--- src/rtl/core/kti_pkg.sv ---
package kti_pkg;

   localparam int KTI_WORD_W = 32;
   localparam int KTI_FRAC_W = 16;
   localparam int KTI_QUOT_W = KTI_FRAC_W + 1;
   localparam int KTI_ALU_W  = KTI_WORD_W + 2;
   localparam int KTI_CNT_W  = 5;

   localparam logic ACT_INSERT  = 1'b0;
   localparam logic ACT_EVAL    = 1'b1;
   localparam logic STATUS_OK   = 1'b0;
   localparam logic STATUS_FULL = 1'b1;

   typedef enum logic [3:0] {
      KTI_IDLE,
      KTI_INS_RD,
      KTI_INS_CHK,
      KTI_INS_WR,
      KTI_EV_RD0,
      KTI_EV_CHK0,
      KTI_EV_RDL,
      KTI_EV_CHKL,
      KTI_EV_RDI,
      KTI_EV_CHKI,
      KTI_EV_SPAN,
      KTI_EV_DT,
      KTI_EV_DV,
      KTI_EV_DIV,
      KTI_EV_MUL,
      KTI_EV_ADD
   } kti_state_type;

   typedef enum logic {
      KTI_ALU_SUB,
      KTI_ALU_ADD
   } kti_alu_op_type;

   typedef struct packed {
      logic start;
   } kti_div_cmd_type;

   typedef struct packed {
      logic busy;
      logic done;
   } kti_div_stat_type;

endpackage

--- src/rtl/core/keyframe_track_interpolator.sv ---
// A full-table insert or an empty-table evaluate is answered straight from idle. An insert
// moves each key not earlier than the new one up one slot before writing the new key, and a
// query at or beyond the first or last key is clamped to that key's value. An interpolated
// query finds its bracket by a linear scan and divides in the bit-serial divider; the next
// request is taken once the block is back in idle and the output register is free.
// Reset (synchronous, active high) empties the table and drops any pending response.
module keyframe_track_interpolator
   import kti_pkg::*;
   #(parameter int MAX_KEYS = 16)
   (input  logic                         clock,
    input  logic                         reset,
    input  logic                         req_valid,
    output logic                         req_ready,
    input  logic                         req_action,
    input  logic signed [KTI_WORD_W-1:0] req_query_time,
    input  logic signed [KTI_WORD_W-1:0] req_key_value,
    output logic                         rsp_valid,
    input  logic                         rsp_ready,
    output logic signed [KTI_WORD_W-1:0] rsp_result_value,
    output logic [KTI_CNT_W-1:0]         rsp_stored_count,
    output logic                         rsp_status);

   localparam int AW = $clog2(MAX_KEYS);
   localparam int CW = $clog2(MAX_KEYS + 1);
   localparam int EW = 2 * KTI_WORD_W;
   localparam int PW = KTI_WORD_W + 1 + KTI_QUOT_W + 1;

   kti_state_type state_ff, state_in;

   logic [KTI_WORD_W-1:0] qtime_ff, qtime_in;
   logic [KTI_WORD_W-1:0] kval_ff, kval_in;
   logic [CW-1:0]         total_ff, total_in;
   logic [CW-1:0]         ptr_ff, ptr_in;
   logic [KTI_WORD_W-1:0] prev_time_ff, prev_time_in;
   logic [KTI_WORD_W-1:0] prev_val_ff, prev_val_in;
   logic [KTI_WORD_W-1:0] span_ff, span_in;
   logic [KTI_WORD_W-1:0] dt_ff, dt_in;
   logic [KTI_WORD_W:0]   dv_ff, dv_in;
   logic signed [PW-1:0]  prod_ff, prod_in;
   logic [KTI_WORD_W-1:0] res_val_ff, res_val_in;
   logic                  res_stat_ff, res_stat_in;
   logic                  rsp_valid_ff, rsp_valid_in;
   logic [KTI_WORD_W-1:0] rsp_val_ff, rsp_val_in;
   logic [KTI_CNT_W-1:0]  rsp_cnt_ff, rsp_cnt_in;
   logic                  rsp_stat_ff, rsp_stat_in;

   logic                  ram_wr_en, ram_rd_en;
   logic [AW-1:0]         ram_wr_addr, ram_rd_addr;
   logic [EW-1:0]         ram_wr_data, ram_rd_data;
   logic [KTI_WORD_W-1:0] rd_time, rd_val;

   kti_alu_op_type        alu_op;
   logic [KTI_ALU_W-1:0]  alu_a, alu_b, alu_res;
   logic                  alu_neg;

   kti_div_cmd_type       div_cmd;
   kti_div_stat_type      div_stat;
   logic [KTI_QUOT_W-1:0] div_quot;

   logic                  req_take, full;
   logic [CW-1:0]         ptr_dec, total_dec;
   logic [CW+KTI_CNT_W-1:0] total_ext;

   assign rd_time   = ram_rd_data[EW-1:KTI_WORD_W];
   assign rd_val    = ram_rd_data[KTI_WORD_W-1:0];
   assign req_take  = req_valid && req_ready;
   assign full      = (total_ff == CW'(MAX_KEYS));
   assign ptr_dec   = ptr_ff - 1'b1;
   assign total_dec = total_ff - 1'b1;
   assign total_ext = {{KTI_CNT_W{1'b0}}, total_ff};

   // Shared adder: every compare, difference and the final sum go through it.
   assign alu_res = (alu_op == KTI_ALU_ADD) ? alu_a + alu_b : alu_a - alu_b;
   assign alu_neg = alu_res[KTI_ALU_W-1];

   kti_ram #(.WIDTH(EW), .DEPTH(MAX_KEYS)) u_keys (
      .clock   (clock),
      .wr_en   (ram_wr_en),
      .wr_addr (ram_wr_addr),
      .wr_data (ram_wr_data),
      .rd_en   (ram_rd_en),
      .rd_addr (ram_rd_addr),
      .rd_data (ram_rd_data));

   kti_div u_div (
      .clock    (clock),
      .reset    (reset),
      .cmd      (div_cmd),
      .dividend (dt_ff),
      .divisor  (span_ff),
      .stat     (div_stat),
      .quotient (div_quot));

   logic done_wait;
   logic out_free;
   assign out_free = !rsp_valid_ff || rsp_ready;

   // Next state.
   always_comb begin
      state_in = state_ff;
      unique case (state_ff)
         KTI_IDLE: begin
            if (req_take) begin
               if (req_action == ACT_EVAL) begin
                  state_in = (total_ff == '0) ? KTI_IDLE : KTI_EV_RD0;
               end else if (full) begin
                  state_in = KTI_IDLE;
               end else begin
                  state_in = (total_ff == '0) ? KTI_INS_WR : KTI_INS_RD;
               end
            end
         end
         KTI_INS_RD:  state_in = KTI_INS_CHK;
         KTI_INS_CHK: begin
            if (!alu_neg && ptr_ff != CW'(1)) begin
               state_in = KTI_INS_RD;
            end else begin
               state_in = KTI_INS_WR;
            end
         end
         KTI_INS_WR:  state_in = KTI_IDLE;
         KTI_EV_RD0:  state_in = KTI_EV_CHK0;
         KTI_EV_CHK0: state_in = alu_neg ? KTI_EV_RDL : KTI_IDLE;
         KTI_EV_RDL:  state_in = KTI_EV_CHKL;
         KTI_EV_CHKL: state_in = alu_neg ? KTI_EV_RDI : KTI_IDLE;
         KTI_EV_RDI:  state_in = KTI_EV_CHKI;
         KTI_EV_CHKI: state_in = alu_neg ? KTI_EV_RDI : KTI_EV_SPAN;
         KTI_EV_SPAN: state_in = KTI_EV_DT;
         KTI_EV_DT:   state_in = KTI_EV_DV;
         KTI_EV_DV:   state_in = KTI_EV_DIV;
         KTI_EV_DIV:  state_in = div_stat.done ? KTI_EV_MUL : KTI_EV_DIV;
         KTI_EV_MUL:  state_in = KTI_EV_ADD;
         KTI_EV_ADD:  state_in = KTI_IDLE;
         default:     state_in = KTI_IDLE;
      endcase
      // A finished transaction waits here until the output register is free.
      if (done_wait && !out_free) begin
         state_in = state_ff;
      end
   end

   // Finishing points of a transaction: the result is moved to the output register.
   always_comb begin
      done_wait = 1'b0;
      unique case (state_ff)
         KTI_IDLE:    done_wait = 1'b0;
         KTI_INS_WR:  done_wait = 1'b1;
         KTI_EV_CHK0: done_wait = !alu_neg;
         KTI_EV_CHKL: done_wait = !alu_neg;
         KTI_EV_ADD:  done_wait = 1'b1;
         default:     done_wait = 1'b0;
      endcase
   end

   // Outputs to the RAM, adder and divider.
   always_comb begin
      req_ready     = (state_ff == KTI_IDLE) && out_free;
      ram_wr_en     = 1'b0;
      ram_wr_addr   = ptr_ff[AW-1:0];
      ram_wr_data   = ram_rd_data;
      ram_rd_en     = 1'b0;
      ram_rd_addr   = ptr_ff[AW-1:0];
      alu_op        = KTI_ALU_SUB;
      alu_a         = {{2{rd_time[KTI_WORD_W-1]}}, rd_time};
      alu_b         = {{2{qtime_ff[KTI_WORD_W-1]}}, qtime_ff};
      div_cmd.start = 1'b0;
      unique case (state_ff)
         KTI_INS_RD: begin
            ram_rd_en   = 1'b1;
            ram_rd_addr = ptr_dec[AW-1:0];
         end
         KTI_INS_CHK: begin
            ram_wr_en = !alu_neg;
         end
         KTI_INS_WR: begin
            ram_wr_en   = 1'b1;
            ram_wr_data = {qtime_ff, kval_ff};
         end
         KTI_EV_RD0: begin
            ram_rd_en   = 1'b1;
            ram_rd_addr = '0;
         end
         KTI_EV_RDL: begin
            ram_rd_en   = 1'b1;
            ram_rd_addr = total_dec[AW-1:0];
         end
         KTI_EV_CHKL: begin
            alu_a = {{2{qtime_ff[KTI_WORD_W-1]}}, qtime_ff};
            alu_b = {{2{rd_time[KTI_WORD_W-1]}}, rd_time};
         end
         KTI_EV_RDI: begin
            ram_rd_en = 1'b1;
         end
         KTI_EV_SPAN: begin
            alu_b = {{2{prev_time_ff[KTI_WORD_W-1]}}, prev_time_ff};
         end
         KTI_EV_DT: begin
            alu_a = {{2{qtime_ff[KTI_WORD_W-1]}}, qtime_ff};
            alu_b = {{2{prev_time_ff[KTI_WORD_W-1]}}, prev_time_ff};
         end
         KTI_EV_DV: begin
            alu_a         = {{2{rd_val[KTI_WORD_W-1]}}, rd_val};
            alu_b         = {{2{prev_val_ff[KTI_WORD_W-1]}}, prev_val_ff};
            div_cmd.start = 1'b1;
         end
         KTI_EV_ADD: begin
            alu_op = KTI_ALU_ADD;
            alu_a  = {{2{prev_val_ff[KTI_WORD_W-1]}}, prev_val_ff};
            alu_b  = {prod_ff[KTI_WORD_W+KTI_FRAC_W], prod_ff[KTI_WORD_W+KTI_FRAC_W:KTI_FRAC_W]};
         end
         default: begin
         end
      endcase
   end

   // Datapath register updates.
   always_comb begin
      qtime_in     = qtime_ff;
      kval_in      = kval_ff;
      total_in     = total_ff;
      ptr_in       = ptr_ff;
      prev_time_in = prev_time_ff;
      prev_val_in  = prev_val_ff;
      span_in      = span_ff;
      dt_in        = dt_ff;
      dv_in        = dv_ff;
      prod_in      = prod_ff;
      res_val_in   = res_val_ff;
      res_stat_in  = res_stat_ff;
      unique case (state_ff)
         KTI_IDLE: begin
            if (req_take) begin
               qtime_in    = req_query_time;
               kval_in     = req_key_value;
               ptr_in      = total_ff;
               res_val_in  = '0;
               res_stat_in = (req_action == ACT_INSERT && full) ? STATUS_FULL : STATUS_OK;
            end
         end
         KTI_INS_CHK: begin
            if (!alu_neg) begin
               ptr_in = ptr_dec;
            end
         end
         KTI_INS_WR: begin
            total_in = total_ff + 1'b1;
         end
         KTI_EV_CHK0: begin
            prev_time_in = rd_time;
            prev_val_in  = rd_val;
            res_val_in   = rd_val;
         end
         KTI_EV_CHKL: begin
            res_val_in = rd_val;
            ptr_in     = CW'(1);
         end
         KTI_EV_CHKI: begin
            if (alu_neg) begin
               prev_time_in = rd_time;
               prev_val_in  = rd_val;
               ptr_in       = ptr_ff + 1'b1;
            end
         end
         KTI_EV_SPAN: span_in = alu_res[KTI_WORD_W-1:0];
         KTI_EV_DT:   dt_in   = alu_res[KTI_WORD_W-1:0];
         KTI_EV_DV:   dv_in   = alu_res[KTI_WORD_W:0];
         KTI_EV_MUL:  prod_in = PW'($signed(dv_ff) * $signed({1'b0, div_quot}));
         KTI_EV_ADD:  res_val_in = alu_res[KTI_WORD_W-1:0];
         default: begin
         end
      endcase
   end

   // Output register: loaded from the finishing state, or at once for the answers given from idle.
   always_comb begin
      rsp_valid_in = rsp_valid_ff && !rsp_ready;
      rsp_val_in   = rsp_val_ff;
      rsp_cnt_in   = rsp_cnt_ff;
      rsp_stat_in  = rsp_stat_ff;
      if (state_ff == KTI_IDLE && req_take && state_in == KTI_IDLE) begin
         rsp_valid_in = 1'b1;
         rsp_val_in   = '0;
         rsp_cnt_in   = total_ext[KTI_CNT_W-1:0];
         rsp_stat_in  = res_stat_in;
      end else if (done_wait && out_free) begin
         rsp_valid_in = 1'b1;
         rsp_val_in   = res_val_in;
         rsp_cnt_in   = (state_ff == KTI_INS_WR) ? total_in[KTI_CNT_W-1:0] :
                                                   total_ext[KTI_CNT_W-1:0];
         rsp_stat_in  = STATUS_OK;
      end
   end

   always_ff @(posedge clock) begin
      if (reset) begin
         state_ff     <= KTI_IDLE;
         total_ff     <= '0;
         rsp_valid_ff <= 1'b0;
      end else begin
         state_ff     <= state_in;
         total_ff     <= total_in;
         rsp_valid_ff <= rsp_valid_in;
      end
      qtime_ff     <= qtime_in;
      kval_ff      <= kval_in;
      ptr_ff       <= ptr_in;
      prev_time_ff <= prev_time_in;
      prev_val_ff  <= prev_val_in;
      span_ff      <= span_in;
      dt_ff        <= dt_in;
      dv_ff        <= dv_in;
      prod_ff      <= prod_in;
      res_val_ff   <= res_val_in;
      res_stat_ff  <= res_stat_in;
      rsp_val_ff   <= rsp_val_in;
      rsp_cnt_ff   <= rsp_cnt_in;
      rsp_stat_ff  <= rsp_stat_in;
   end

   assign rsp_valid        = rsp_valid_ff;
   assign rsp_result_value = rsp_val_ff;
   assign rsp_stored_count = rsp_cnt_ff;
   assign rsp_status       = rsp_stat_ff;

   a_total_bound: assert property (@(posedge clock) disable iff (reset)
      total_ff <= CW'(MAX_KEYS))
      else $error("key count exceeds table depth");

   a_insert_grows: assert property (@(posedge clock) disable iff (reset)
      (state_ff == KTI_INS_WR && out_free) |=> total_ff == CW'($past(total_ff) + 1'b1))
      else $error("insert did not add exactly one key");

   a_div_done_wait: assert property (@(posedge clock) disable iff (reset)
      div_stat.done |-> state_ff == KTI_EV_DIV)
      else $error("divider finished outside its wait state");

   a_scan_range: assert property (@(posedge clock) disable iff (reset)
      state_ff == KTI_EV_CHKI |-> (ptr_ff < total_ff) && (ptr_ff != '0))
      else $error("bracket search ran past the stored keys");

   a_full_zero: assert property (@(posedge clock) disable iff (reset)
      (rsp_valid_ff && rsp_stat_ff == STATUS_FULL) |-> rsp_val_ff == '0)
      else $error("dropped insert carries a non-zero value");

endmodule

--- src/rtl/core/kti_ram.sv ---
module kti_ram
   #(parameter int WIDTH = 64,
     parameter int DEPTH = 16)
   (input  logic                     clock,
    input  logic                     wr_en,
    input  logic [$clog2(DEPTH)-1:0] wr_addr,
    input  logic [WIDTH-1:0]         wr_data,
    input  logic                     rd_en,
    input  logic [$clog2(DEPTH)-1:0] rd_addr,
    output logic [WIDTH-1:0]         rd_data);

   logic [WIDTH-1:0] mem_ff [DEPTH];
   logic [WIDTH-1:0] rd_data_ff;

   always_ff @(posedge clock) begin
      if (wr_en) begin
         mem_ff[wr_addr] <= wr_data;
      end
      if (rd_en) begin
         rd_data_ff <= mem_ff[rd_addr];
      end
   end

   assign rd_data = rd_data_ff;

endmodule

--- src/rtl/core/kti_div.sv ---
module kti_div
   import kti_pkg::*;
   (input  logic                   clock,
    input  logic                   reset,
    input  kti_div_cmd_type        cmd,
    input  logic [KTI_WORD_W-1:0]  dividend,
    input  logic [KTI_WORD_W-1:0]  divisor,
    output kti_div_stat_type       stat,
    output logic [KTI_QUOT_W-1:0]  quotient);

   localparam int CNT_W = $clog2(KTI_QUOT_W);

   logic [KTI_WORD_W:0]   rem_ff, rem_in;
   logic [KTI_QUOT_W-1:0] quot_ff, quot_in;
   logic [CNT_W-1:0]      cnt_ff, cnt_in;
   logic                  busy_ff, busy_in;
   logic                  done_ff, done_in;
   logic [KTI_WORD_W+1:0] diff;
   logic                  ge;
   logic [KTI_WORD_W:0]   rem_kept;

   // The dividend never exceeds the divisor, so the quotient has one integer bit.
   assign diff     = {1'b0, rem_ff} - {2'b00, divisor};
   assign ge       = ~diff[KTI_WORD_W+1];
   assign rem_kept = ge ? diff[KTI_WORD_W:0] : rem_ff;

   always_comb begin
      rem_in  = rem_ff;
      quot_in = quot_ff;
      cnt_in  = cnt_ff;
      busy_in = busy_ff;
      done_in = 1'b0;
      if (cmd.start) begin
         rem_in  = {1'b0, dividend};
         quot_in = '0;
         cnt_in  = CNT_W'(KTI_QUOT_W - 1);
         busy_in = 1'b1;
      end else if (busy_ff) begin
         rem_in  = {rem_kept[KTI_WORD_W-1:0], 1'b0};
         quot_in = {quot_ff[KTI_QUOT_W-2:0], ge};
         cnt_in  = cnt_ff - 1'b1;
         if (cnt_ff == '0) begin
            busy_in = 1'b0;
            done_in = 1'b1;
         end
      end
   end

   always_ff @(posedge clock) begin
      if (reset) begin
         busy_ff <= 1'b0;
         done_ff <= 1'b0;
         cnt_ff  <= '0;
      end else begin
         busy_ff <= busy_in;
         done_ff <= done_in;
         cnt_ff  <= cnt_in;
      end
      rem_ff  <= rem_in;
      quot_ff <= quot_in;
   end

   assign stat.busy = busy_ff;
   assign stat.done = done_ff;
   assign quotient  = quot_ff;

endmodule
--- config.mk ---
export PLATFORM = sky130hd
export DESIGN_NAME = keyframe_track_interpolator
export DESIGN_NICKNAME = d
export VERILOG_FILES = /design/src/rtl/core/kti_pkg.sv /design/src/rtl/core/keyframe_track_interpolator.sv /design/src/rtl/core/kti_ram.sv /design/src/rtl/core/kti_div.sv
export SDC_FILE = /design/constraint.sdc
export NUM_CORES = 2
export LEC_CHECK = 0
export BUFFER_PORTS_ARGS = -buffer_cell sky130_fd_sc_hd__buf_2
export CORE_ASPECT_RATIO = 1.1
export CORE_MARGIN = 5
export CORE_UTILIZATION = 35
export DETAILED_ROUTE_END_ITERATION = 6
export HOLD_SLACK_MARGIN = 0.05
export SLEW_MARGIN = 15
export SYNTH_ARGS = -nofsm -noshare
export SYNTH_HDL_FRONTEND = slang
export SYNTH_HIERARCHICAL = 1
export SYNTH_SLANG_ARGS = --single-unit
--- constraint.sdc ---
create_clock -name clock -period 14.8 [get_ports clock]
set_input_delay 2.96 -clock clock [delete_from_list [all_inputs] [get_ports clock]]
set_output_delay 2.96 -clock clock [all_outputs]
set_load 0.03 [all_outputs]
==> parameters.txt <==
Parameter                              Value

Global route
  Met3 Use GR ... 0.0290
  Global routing met2 resource utilization ... 0.319
  Maximum number of pins on one net before global-route repair ... 97
  Total routing resource utilization after global routing ... 0.183
  Number of antenna violations at the first check in global routing ... 8
  Via count of the first global-routing pass ... between 50k and 60k
  Met1 Resource Use GR ... 0.235
  Global-route wire length before repair ... 329000 um
  Grt ovf ... 0
  Most Used Layer, Global Route ... met2

Clock tree
  Worst-path clk slew ... roughly 60 ps
  Total number of clock tree sinks ... 1488
  Hold-fix buffers at CTS ... 0
  Maximum number of buffers from clock root to sink ... 3
  Post_cts resized ... 0
  CTS tree ... built
  Number of buffers added by the clock tree synthesis step ... between 150 and 200
  H-tree levels ... 4
  Setup Fix Bufs, Post-CTS ... 0
  Clock tree root driver cell ... sky130_fd_sc_hd__clkbuf_16
  Clock latency at the later pin of the worst-skew pair ... 800 ps

Route
  Total wirelength of the detailed-routed design ... around 220000 um
  Vias per Instance ... around 5.3
  Violation count after the first detailed-routing iteration ... ~4.3k
  Wire length per cell ... 24.1 um
  Vias post-DR ... a little under 50k
  Residual DRC ... 0
  Antenna violation net count after detailed routing ... 0
  Number of iterations in the first detailed-routing pass ... 7

Floorplan
  Die extent in x ... approximately 470 um
  Number of rows created at floorplan ... ~180
  Die area ... 238000 sq um
  I/O pin cnt ... 109
  DIE HEIGHT ... 512 um
  Core footprint ... approximately 230000 sq um
  Starting density of the core ... 0.351

Power
  Worst IR drop on VDD ... about 130 uV
  Internal cell power ... a little over 0.008 W
  Net Sw Frac ... 0.300
  Fraction of power consumed by combinational cells ... 0.227
  Share of total power in sequential cells ... 0.447
  Switching power total ... 0.00352 W
  Leakage dissipation ... ~32 nW
  Clock network power share ... 0.326
  Power per unit of standard cell area ... between 100 and 150 nW/um^2

Placed design
  Final estimated routing congestion in global placement ... approximately 0.91
  HPWL after detailed placement ... 153000 um
  Area post-placement ... approximately 84000 sq um
  Number of port buffers ... between 100 and 150

Setup path
  Arrival time reported for the critical path endpoint ... roughly 11000 ps
  Required time reported for the critical path endpoint ... 15200 ps
  Element type at the critical path start ... flop
  Startpoint of the lowest-slack register-to-register path ... state_ff[2]
  Kind of capture point of the worst setup path ... flop
  Slack of the worst reg-to-reg path ... 4530 ps
  Category of the most critical setup path ... flop to flop
  Critical Path Start ... state_ff[2]
  CP Max Fanout ... 40

STA
  Transition time at the pin with the least slew margin ... about 1100 ps
  Tightest hold margin ... around 460 ps
  Final worst-path cycle share ... 0.694
  Worst setup skew after layout ... 47.3 ps
  Final setup TNS ... 0 ps
  Max-slew violation total from the final report ... 0
  Final hold vios ... 0
  Number of setup violations in the final report ... 0
  Shortest period the worst path allows ... around 10000 ps
  RSZ-0062 raised after global routing ... no
  Highest clock frequency the design can meet ... ~0.1 GHz
  Worst-case headroom to the max-slew limit ... 0.247

Finish
  Area taken by flip-flops and latches ... about 44000 sq um
  Count of nets after finishing ... 6692
  Antenna diodes ... 0
  Cell area after layout ... between 80000 and 90000 sq um
  Combined area of the multi-input logic cells ... 32900 sq um
  Share of post-route cells with drive strength above 1 ... 0.134
  Most common cell after layout, fill and taps aside ... sky130_fd_sc_hd__edfxtp_1
  Commonest non-fill, non-tap cells in the layout ... sky130_fd_sc_hd__edfxtp_1, sky130_fd_sc_hd__nand2_1, sky130_fd_sc_hd__inv_1
  Area added between synthesis and finish ... 11.5%
  Final-layout fill cell count ... 21.2k

Min path
  Worst min-delay path class ... flop to flop
  Min-delay src ... res_val_ff[2]

Logic synthesis
  Number of warnings reported in the yosys synthesis log ... 6
  Mapped Avg Cell Area ... 13.7 sq um
  Area of the mapped netlist ... approximately 80000 sq um
  Post-Syn Nets ... 6616
  Number of standard cells after synthesis ... just under 6k

Outcome
  Status ... complete, no violations

Job
  Maxcap violations ... 0
==> path summary, 6_finish.rpt <==
path / endpoint / cells after the start
worst max-delay path: u_keys/mem_ff[8][27] / 26
worst min-delay path: res_val_ff[2] / 2
worst max register to register: u_keys/mem_ff[8][27] / 26
worst min register to register: res_val_ff[2] / 2
==> critical path: stages (launching register included) <==
cell                        delay (ps)
sky130_fd_sc_hd__dfxtp_1           300
sky130_fd_sc_hd__buf_4             390
sky130_fd_sc_hd__nand4bb_1         670
sky130_fd_sc_hd__inv_4             480
sky130_fd_sc_hd__a21oi_2           190
sky130_fd_sc_hd__buf_4             270
sky130_fd_sc_hd__a32o_1            210
sky130_fd_sc_hd__a21oi_1           360
sky130_fd_sc_hd__nand3_1           200
sky130_fd_sc_hd__or4b_1            700
sky130_fd_sc_hd__or3_1             510
sky130_fd_sc_hd__o21ai_0           220
sky130_fd_sc_hd__xnor2_1           100
sky130_fd_sc_hd__ha_1              260
sky130_fd_sc_hd__a21oi_1           230
sky130_fd_sc_hd__o21ai_0           160
sky130_fd_sc_hd__or4_1             430
sky130_fd_sc_hd__nand4_1           130
sky130_fd_sc_hd__o211ai_1          110
sky130_fd_sc_hd__nor3_1            410
sky130_fd_sc_hd__or3_1             190
sky130_fd_sc_hd__o22ai_2           170
sky130_fd_sc_hd__o21ai_0           630
sky130_fd_sc_hd__nand3b_1          430
sky130_fd_sc_hd__nor3_2            870
sky130_fd_sc_hd__buf_4             510
sky130_fd_sc_hd__buf_4             650
==> per-stage QoR <==
step	std cells	utilization	total power [W]	setup WS (ps)
after floorplan	5838	-	0.00699	4430
after global placement	8827	0.369	0.00800	4660
after detailed placement	8829	0.369	0.00803	4730
after CTS	9103	0.391	0.0119	4670
after global routing	9103	0.391	0.0122	3840
final	9103	0.391	0.0117	4530
==> layer usage <==
| layer | vias to the layer above | share of wire |
|---|---|---|
| met5 | - | 0 |
| met4 | 0 | 0.031 |
| li1 | 20961 | - |
| met3 | 327 | 0.066 |
| met1 | 25168 | 0.40 |
| met2 | 1677 | 0.51 |
==> power by group through the flow <==
stage / registers (W) / logic, W / clock network (W)
after floorplan: 0.00525 / 0.00174 / 0
after global placement: 0.00534 / 0.00266 / 0
after detailed placement: 0.00534 / 0.00269 / 0
after CTS: 0.00526 / 0.00269 / 0.00391
after global routing: 0.00527 / 0.00286 / 0.00408
final: 0.00526 / 0.00266 / 0.00383
==> flip-flops by register name, indices dropped and copies added, names as in the netlist, 4 cells and up <==
| name | flops |
|---|---|
| u_keys/mem_ff | 1024 |
| u_keys/rd_data | 64 |
| dv_ff | 33 |
| prod_ff | 33 |
| u_div/rem_ff | 33 |
| dt_ff | 32 |
| kval_ff | 32 |
| prev_time_ff | 32 |
| prev_val_ff | 32 |
| qtime_ff | 32 |
| res_val_ff | 32 |
| rsp_result_value | 32 |
| span_ff | 32 |
| u_div/quotient | 17 |
| ptr_ff | 5 |
| rsp_stored_count | 5 |
| total_ff | 5 |
| u_div/cnt_ff | 5 |
| state_ff | 4 |
==> final cells by class <==
cell class	instances	share of cell area
well taps	3069	0.0430
clock inverters	95	0.0116
multi-input cells	3429	0.369
flip-flops and latches	1488	0.490
inverters	625	0.0263
clock buffers	179	0.0444
repair buffers	218	0.0160
Power figures use the tool's default switching activity.
